**config.mk**
```make
export PLATFORM = sky130hd
export DESIGN_NAME = vrp_ram
export DESIGN_NICKNAME = d
export VERILOG_FILES = /design/src/assert_macros.svh /design/src/vrp_ram.sv
export SDC_FILE = /design/constraint.sdc
export NUM_CORES = 1
export LEC_CHECK = 0
export BUFFER_PORTS_ARGS = -buffer_cell sky130_fd_sc_hd__buf_2
export CORE_MARGIN = 2
export CORE_UTILIZATION = 24
export CTS_BUF_LIST = sky130_fd_sc_hd__clkbuf_8
export DETAILED_ROUTE_END_ITERATION = 16
export PLACE_DENSITY = 0.39
export SYNTH_ARGS = -nofsm -noshare
export SYNTH_HDL_FRONTEND = slang
export SYNTH_SLANG_ARGS = --single-unit
```
**constraint.sdc**
```tcl
create_clock -name i_clk -period 2.4 [get_ports i_clk]
set_input_delay 0.24 -clock i_clk [delete_from_list [all_inputs] [get_ports i_clk]]
set_output_delay 0.24 -clock i_clk [all_outputs]
set_load 0.01 [all_outputs]
```
**src/assert_macros.svh**
```systemverilog
// Assertion macros for the swap search RTL.
// Depends on nothing; SYNTH removes every check.
`ifndef ASSERT_MACROS_SVH
`define ASSERT_MACROS_SVH
`ifndef SYNTH
`define CHK_IMPL(lbl, clk, rst_n, a, c) \
    lbl: assert property (@(posedge clk) disable iff (!rst_n) (a) |-> (c)) else $error("lbl");
`define CHK_NEXT(lbl, clk, rst_n, a, c) \
    lbl: assert property (@(posedge clk) disable iff (!rst_n) (a) |=> (c)) else $error("lbl");
`else
`define CHK_IMPL(lbl, clk, rst_n, a, c)
`define CHK_NEXT(lbl, clk, rst_n, a, c)
`endif
`endif

```
**src/vrp_ram.sv**
```systemverilog
// Generic single-port-write, one-read synchronous RAM, registered read.
// No dependencies.
module vrp_ram #(
    parameter int Width = 8,
    parameter int Depth = 64
) (
    input  logic                     i_clk,
    input  logic                     i_we,
    input  logic [$clog2(Depth)-1:0] i_waddr,
    input  logic [Width-1:0]         i_wdata,
    input  logic [$clog2(Depth)-1:0] i_raddr,
    output logic [Width-1:0]         o_rdata
);
    logic [Width-1:0] r_mem [Depth];
    always_ff @(posedge i_clk) begin
        if (i_we) r_mem[i_waddr] <= i_wdata;
        o_rdata <= r_mem[i_raddr];
    end
endmodule

```
==> out/metrics.yaml <==
syn_area_um2: 20200
path_clk_slew_ns: 0.06
relSlewSlack_pct: 51.3
track_usage_pct: 12.9
path_class: "register to register"
grt_pass1_wl_mm: 79.1
ir_drop_uv: 351
final_util_pct: 29.1
tightest_slew_ns: 0.730
cts.sink_count: 520
ant_nets: 0
syn_area_per_cell_um2: 21.5
clockBufferDepth: 3
gr-total-overflow: 0
ctsHoldBuffers: 0
slowest_stage: "mux4_2"
hold_path_end: "r_mem[32][6]"
portBuffers: 29
synth_cell_type_count: 40
via_count: 10100
avgRoutedWirePerCell_um: 23.7
synthesis.nets: 962
crit_chain: "mux4_2, mux2_2, o221a_2, nor3_1, buf_4, o32ai_1"
antenna_found_initial: 4
yosysSeqAreaShare_pct: 77.0
hold_depth: 1
finalHoldViolations: 0
fmax_mhz: 487
drt_iter0_drc: 700
skew_ns: 0.0332
period_needed_ns: 2.05
r2r-end: "o_rdata[4]"
outcome: "complete, no violations"
grt_setup_unrepaired: "no"
post_cts_resized: 0
slowest_delay_ns: 0.48
drt-total-wl_mm: 54.8
clk-insertion-delay-late_ns: 0.66
die_x_um: 294
num_rows: 106
reg2reg_slack_ns: 0.35
power_per_cell_area_nw_per_um2: 765
drt-pass1-iter-count: 4
gp_congestion: 0.769
maxCapViolations: 0
hold_class: "primary input to register"
synth_cells: 940
die-area_um2: 86400
ys_ff_latch: 520
area_growth_pct: 20.5
io_pins: 30
cts_made_buffers: 91
drv_slew: 0
end_kind: "register"
grt_pass1_vias: 11000
final.setup.tns_ns: 0
die_height_um: 294
drc: 0
crit_fanout: 1
async_flop_share_pct: 0
arrival_ns: 2.56
grt_max_degree: 65
hold_slack_ns: 0.0894
setup_viol: 0
layout-drive-gt1-share_pct: 34.6
start_kind: "register"
initial_utilization_pct: 24.2
synthFlopType: "edfxtp_1"
crit_required_ns: 2.91
min_period_over_period_pct: 85.6
avgViaCountPerCell: 4.38
yosys_warnings: 0
fp.coreArea_um2: 83400
hold_start: "i_wdata[6]"
layout.nets: 1178
root_buffer: "clkbuf_8"
cts_tree: "yes"
synth-edff-count: 512
dp_hpwl_mm: 35.7
cts_setup_buffers: 0
htreeDepth: 3
rr_worst_depth: 6
rr_startpoint: "r_mem[16][4]"
p_leak_uw: 0.00788
## flip-flops by register name, summed over array words and instances (netlist names)
register  flops
o_rdata       8
r_mem       512
## cell usage in the layout, fill, tap and decap left out, drive strengths merged, types with 2 or more instances in the layout
| master | n |
|---|---|
| nor2b | 14 |
| buf | 174 |
| mux2i | 23 |
| nand3b | 3 |
| mux4 | 126 |
| inv | 41 |
| o2111ai | 3 |
| nor2 | 83 |
| dfxtp | 8 |
| a211oi | 4 |
| o32ai | 2 |
| o21a | 2 |
| o22ai | 8 |
| nand2b | 7 |
| o221a | 2 |
| clkbuf | 99 |
| edfxtp | 512 |
| diode | 2 |
| clkinv | 22 |
| nor4 | 2 |
| mux2 | 13 |
| a221oi | 6 |
| nand2 | 19 |
| nand3 | 13 |
| a21oi | 3 |
| o2bb2ai | 3 |
| nand4 | 2 |
| o221ai | 8 |
| nor3 | 7 |
| o21ai | 4 |
| a2111oi | 2 |
| a22oi | 3 |
| o41ai | 2 |
## per-layer routing
| metal | vias to the layer above | share of wire [%] | GRT usage (%) |
|---|---|---|---|
| met1 | 5434 | 47 | 18.4 |
| met5 | - | 0.024 | 0 |
| met4 | 2 | 1.6 | 2.89 |
| met3 | 72 | 4.6 | 2.88 |
| met2 | 232 | 46 | 20.0 |
| li1 | 4374 | - | - |
## worst max-delay path by stage
stage                             from    endpoint  slack, ns  depth (start not counted)
after floorplan             i_raddr[1]  o_rdata[3]       0.49                          7
after global placement      i_raddr[0]  o_rdata[7]      -0.17                          7
after detailed placement    i_raddr[0]  o_rdata[7]      -0.14                          7
after CTS                  r_mem[3][3]  o_rdata[3]       0.29                          5
after global routing      r_mem[16][4]  o_rdata[4]       0.25                          6
final                     r_mem[16][4]  o_rdata[4]       0.35                          6
## synthesized netlist by cell type (all sizes together), types with 3 or more instances
master   instances  share of area (%)
nand3b           3               0.11
o221ai           8               0.35
nor3             7               0.17
dfxtp            8               0.79
nand2           19               0.35
a221oi           6               0.26
a21oi            3              0.074
o2bb2ai          3               0.13
nor2b           14               0.43
nor2            83                1.5
nand2b           7               0.22
edfxtp         512                 76
buf             34                1.3
mux2i           23                1.1
a22oi            3               0.11
mux4           126                 14
o2111ai          3               0.13
a211oi           4               0.15
o21ai            4              0.099
nand3           13               0.32
mux2            13               0.73
o22ai            8               0.25
clkbuf          17               0.32
## power breakdown
group / total [µW] / switching (µW) / internal (µW)
clock network: 7410 / 3540 / 3870
registers: 10100 / 39.6 / 10100
logic: 1090 / 647 / 447
## cell families after synthesis
| logic type | synth area share [%] |
|---|---|
| flops | 77.0 |
| mux | 15.9 |
| simple gates | 3.39 |
| compound gates | 2.07 |
| buf+inv | 1.57 |
## per-stage QoR
stage          setup slack (ns)  cells  instance area, µm²  power, µW
3_5_place_dp             -0.141   2143               22700      11400
2_1_floorplan             0.492    940               20200      10800
6_report                  0.347   2309               24300      18600
5_1_grt                   0.247   2307               24300      19400
3_3_place_gp             -0.172   2143               22700      11400
4_1_cts                   0.286   2307               24300      18900
## final cells by class
| class | count | area (µm²) |
|---|---|---|
| fillers | 8180 | 59100 |
| flip-flops and latches | 520 | 15500 |
| multi-input cells | 369 | 4320 |
| repair buffers | 174 | 1450 |
| clock buffers | 99 | 1360 |
| well taps | 1080 | 1350 |
| clock inverters | 65 | 285 |
| diodes | 2 | 5.00 |
## worst max-delay path, delay by kind of cell (launching register included)
kind,cells,cell delay (ns)
AOI/OAI and AO/OA,2,0.39
DFF,1,0.36
buffers and inverters,1,0.19
muxes,2,0.77
and+or+nand+nor,1,0.21
Note: power is estimated with default switching activity, not from simulation.
