## config.mk

```make
export PLATFORM = sky130hd
export DESIGN_NAME = vrp_cfg
export DESIGN_NICKNAME = d
export VERILOG_FILES = /design/src/assert_macros.svh /design/src/vrp_pkg.sv /design/src/vrp_cfg.sv
export SDC_FILE = /design/constraint.sdc
export NUM_CORES = 1
export LEC_CHECK = 0
export BUFFER_PORTS_ARGS = -buffer_cell sky130_fd_sc_hd__buf_2
export CAP_MARGIN = 20
export CORE_ASPECT_RATIO = 0.6
export CORE_MARGIN = 2
export CORE_UTILIZATION = 45
export CTS_CLUSTER_DIAMETER = 40
export CTS_CLUSTER_SIZE = 20
export DETAILED_ROUTE_END_ITERATION = 12
export GPL_ROUTABILITY_DRIVEN = 0
export PLACE_DENSITY = 0.84
export SYNTH_ARGS = -nofsm -noshare
export SYNTH_HDL_FRONTEND = slang
export SYNTH_SLANG_ARGS = --single-unit
```

## constraint.sdc

```tcl
create_clock -name i_clk -period 1.35 [get_ports i_clk]
set_input_delay 0 -clock i_clk [delete_from_list [all_inputs] [get_ports i_clk]]
set_output_delay 0 -clock i_clk [all_outputs]
set_load 0.1 [all_outputs]
```

## src/assert_macros.svh

```systemverilog
// Assertion macros for the swap search RTL.
// Depends on nothing; SYNTH removes every check.
`ifndef ASSERT_MACROS_SVH
`define ASSERT_MACROS_SVH
`ifndef SYNTH
`define CHK_IMPL(lbl, clk, rst_n, a, c) \
    lbl: assert property (@(posedge clk) disable iff (!rst_n) (a) |-> (c)) else $error("lbl");
`define CHK_NEXT(lbl, clk, rst_n, a, c) \
    lbl: assert property (@(posedge clk) disable iff (!rst_n) (a) |=> (c)) else $error("lbl");
`else
`define CHK_IMPL(lbl, clk, rst_n, a, c)
`define CHK_NEXT(lbl, clk, rst_n, a, c)
`endif
`endif

```

## src/vrp_pkg.sv

```systemverilog
// Types and constants for the route swap search.
// Used by vrp_cfg, the top level and the testbench.
package vrp_pkg;
    localparam int MaxCities = 64;
    localparam int MaxRoute  = 64;
    localparam int DistWidth = 16;
    localparam int CityW     = 6;
    localparam int PosW      = 6;
    localparam int CostW     = 24;
    localparam logic [CostW-1:0] CostMax = '1;

    localparam logic [1:0] KIND_DIST  = 2'd0;
    localparam logic [1:0] KIND_DEM   = 2'd1;
    localparam logic [1:0] KIND_ROUTE = 2'd2;
    localparam logic [1:0] KIND_START = 2'd3;

    localparam logic [1:0] REG_CAP   = 2'd0;
    localparam logic [1:0] REG_LEN   = 2'd1;
    localparam logic [1:0] REG_DEPOT = 2'd2;

    typedef struct packed {
        logic [1:0]  kind;
        logic [5:0]  first_index;
        logic [5:0]  second_index;
        logic [15:0] value;
    } t_in_item;

    typedef struct packed {
        logic [5:0]  position;
        logic [5:0]  city;
        logic [23:0] total_cost;
        logic        last;
    } t_out_item;

    typedef struct packed {
        logic [19:0] capacity;
        logic [6:0]  length;
        logic [5:0]  depot;
    } t_cfg;
endpackage

```

## src/vrp_cfg.sv

```systemverilog
// APB register file for capacity, route length and depot city.
// Depends on vrp_pkg.
module vrp_cfg (
    input  logic        i_clk,
    input  logic        i_rst_n,
    input  logic        psel,
    input  logic        penable,
    input  logic        pwrite,
    input  logic [3:0]  paddr,
    input  logic [31:0] pwdata,
    output logic [31:0] prdata,
    output logic        pready,
    output vrp_pkg::t_cfg o_cfg
);
    import vrp_pkg::*;
    logic [19:0] r_cap;
    logic [6:0]  r_len;
    logic [5:0]  r_depot;
    logic        wr;
    assign wr = psel && penable && pwrite;
    assign pready = 1'b1;
    always_ff @(posedge i_clk) begin
        if (!i_rst_n) begin
            r_cap <= '0; r_len <= '0; r_depot <= '0;
        end else if (wr && paddr[1:0] == 2'b00) begin
            unique case (paddr[3:2])
                REG_CAP:   r_cap <= pwdata[19:0];
                REG_LEN:   r_len <= pwdata[6:0];
                REG_DEPOT: r_depot <= pwdata[5:0];
                default: ;
            endcase
        end
    end
    always_comb begin
        prdata = '0;
        unique case (paddr[3:2])
            REG_CAP:   prdata = {12'd0, r_cap};
            REG_LEN:   prdata = {25'd0, r_len};
            REG_DEPOT: prdata = {26'd0, r_depot};
            default:   prdata = '0;
        endcase
    end
    assign o_cfg = '{capacity: r_cap, length: r_len, depot: r_depot};
endmodule

```

==> out/qor.yml <==
pwr:
  finalPower_mw: 2.05
  p_leak_nw: 1.31
  irDropWorstVdd_mv: 0.596
  p_per_area_nw_per_um2: 749
floorplan:
  die_w_um: 82.7
  die_h_um: 51.2
  io_pins: 107
  initial_core_util_pct: 46.2
  coreArea_um2: 3620
  fp.dieArea_um2: 4230
  rows: 17
route:
  routedWlPerCell_um: 13.5
  vias: 1535
  drt_iter0_drc: 63
  drc: 0
  drtAntennaViolNets: 0
  wirelength_um: 4460
  via_per_inst: 4.65
  drt_pre_antenna_iters: 4
clock_network:
  cts.sinks: 33
  clkLatencyLatePin_ps: 280
  cts_buffers: 5
  cts_root_buffer: "clkbuf_8"
  cts.path.max_buffers: 2
  cts_tree: "done"
  cts_resized: 0
  clkTransAtPathRegs_ps: 70
  htreeDepth: 2
critical_path:
  critPathSlowestCell: "dfxtp_4"
  crit_arrival_ps: 1180
  required_ps: 1350
  worstSetupPathType: "flop to output port"
  setup.worst_path.start_class: "flop"
  crit_chain: "mux2i_1, o21ai_4, buf_12"
  rr_startpoint: "r_len[0]"
  crit_path_start: "r_depot[2]"
  cp_slowest_stage_delay_ps: 350
  end_kind: "output port"
  cp_max_fo: 3
min_path:
  worstHoldStart: "pwdata[5]"
  hold_class: "input port to flop"
timing:
  grt_setup_unrepaired: "no"
  finalCritPeriodShare_pct: 87.6
  whs_ps: 14.2
  timing.final.crit_period_ps: 1180
  finalClockSkew_ps: 0
  slew_violations: 0
  fmaxAchievable_mhz: 846
  setup_violations: 0
  worst_slew_pin_slew_ps: 615
  postLayoutSetupSlackWorst_ps: 168
  hold_violations: 0
  slew_headroom_pct: 58.9
  final.setup.tns_ps: 0
place:
  place_area_um2: 2510
  place_inst: 307
  dp_hpwl_um: 3350
  numPortBuffers: 81
  place_ws_ps: 108
run:
  cap_violations: 0
layout:
  fin_area_um2: 2740
  area_growth_syn_to_layout_pct: 64.1
  drive_gt1_share_pct: 53.4
  diodes: 0
  nets: 323
  fin_util_pct: 75.8
  layout.cells.non_filler: 330
grt:
  grtUsageTotal_pct: 22.4
  grt_pass1_vias: 1445
  antenna_found_initial: 0
  grt_pass1_wl_um: 6910
  grt_max_degree: 22
  overflow: 0
synth:
  ys_types: 19
  ys_ff_latch: 33
  postSynthAreaPerCell_um2: 8.94
  syn-cell-area_um2: 1670
  yosysSeqAreaShare_pct: 39.5
  synthCells: 187
  ys.warnings.count: 0
run_status:
  status: "finished clean"
registers in the layout, indices dropped and copies added, names as in the netlist:
name     cells
r_len        7
r_cap       20
r_depot      6
synthesized netlist by cell type:
master / instances / area share, %
and3_1: 1 / 0.37
nor2b_1: 1 / 0.37
dfxtp_1: 33 / 40
conb_1: 2 / 0.45
and2_1: 13 / 4.9
nand4b_2: 1 / 0.90
buf_2: 1 / 0.30
nand3_4: 1 / 1.0
and3_4: 1 / 0.67
nand2_1: 59 / 13
nor2_1: 1 / 0.22
nor2_4: 1 / 0.67
nor2_2: 1 / 0.37
buf_4: 15 / 6.7
clkbuf_1: 6 / 1.3
buf_8: 2 / 1.8
mux2i_1: 40 / 24
o21ai_0: 6 / 1.8
buf_6: 2 / 1.3
power by group:
part | switching, mW | internal (mW)
combinational | 0.293 | 0.100
clock | 0.357 | 0.347
sequential | 0.00294 | 0.954
total | 0.652 | 1.40
layout by cell type, fill, tap and decap left out:
cell           count
and2_2            13
and3_1             1
and3_4             1
buf_12            21
buf_2             61
buf_4              6
clkbuf_8           5
clkinv_1           2
clkinv_2           1
conb_1            13
dfxtp_1            1
dfxtp_2           20
dfxtp_4           12
dlygate4sd3_1     15
mux2i_1           40
nand2_1           59
nand3_4            1
nand4b_2           1
nor2_2             1
nor2_4             2
nor2b_1            1
o21ai_4            6
routing by layer:
metal	up-vias	share of wire (%)	track usage, %
met5	-	0	0
met4	0	0.31	5.19
met3	4	7.1	9.54
met2	50	49	35.9
met1	713	44	28.1
li1	768	-	-
worst paths after layout:
| check | endpoint | slack [ps] | depth (start not counted) |
|---|---|---|---|
| max | prdata[2] | 170 | 3 |
| min | r_depot[5] | 10 | 3 |
| max reg2reg | r_len[0] | 710 | 2 |
| min reg2reg | r_cap[18] | 460 | 2 |
timing repair:
item	in CTS	in global routing
setup buffers	0	0
hold endpoints to repair	16	0
hold buffers	15	0
worst max-delay path, delay by kind of cell, from the launching register on:
| family | cells | cell delay (ps) |
|---|---|---|
| flops | 1 | 350 |
| buf+inv | 1 | 170 |
| compound gates | 1 | 110 |
| mux | 1 | 270 |
final cells by class:
type                       count  area, µm²
timing repair buffer         103        921
clock inverter                 3       12.5
clock buffer                   5       68.8
sequential                    33        731
tap                           47       58.8
multi-input combinational    139        951
fill                         255        873
logic make-up (layout without fill, tap and decap cells):
logic type / Yosys count / count (layout) / share of synthesized area (%)
and+or+nand+nor: 80 / 80 / 22.8
AOI/OAI and AO/OA: 6 / 6 / 1.80
DFF: 33 / 33 / 39.5
other: 2 / 13 / 0.449
muxes: 40 / 40 / 24.0
buffers and inverters: 26 / 111 / 11.5
(Power assumes the default switching activity.)
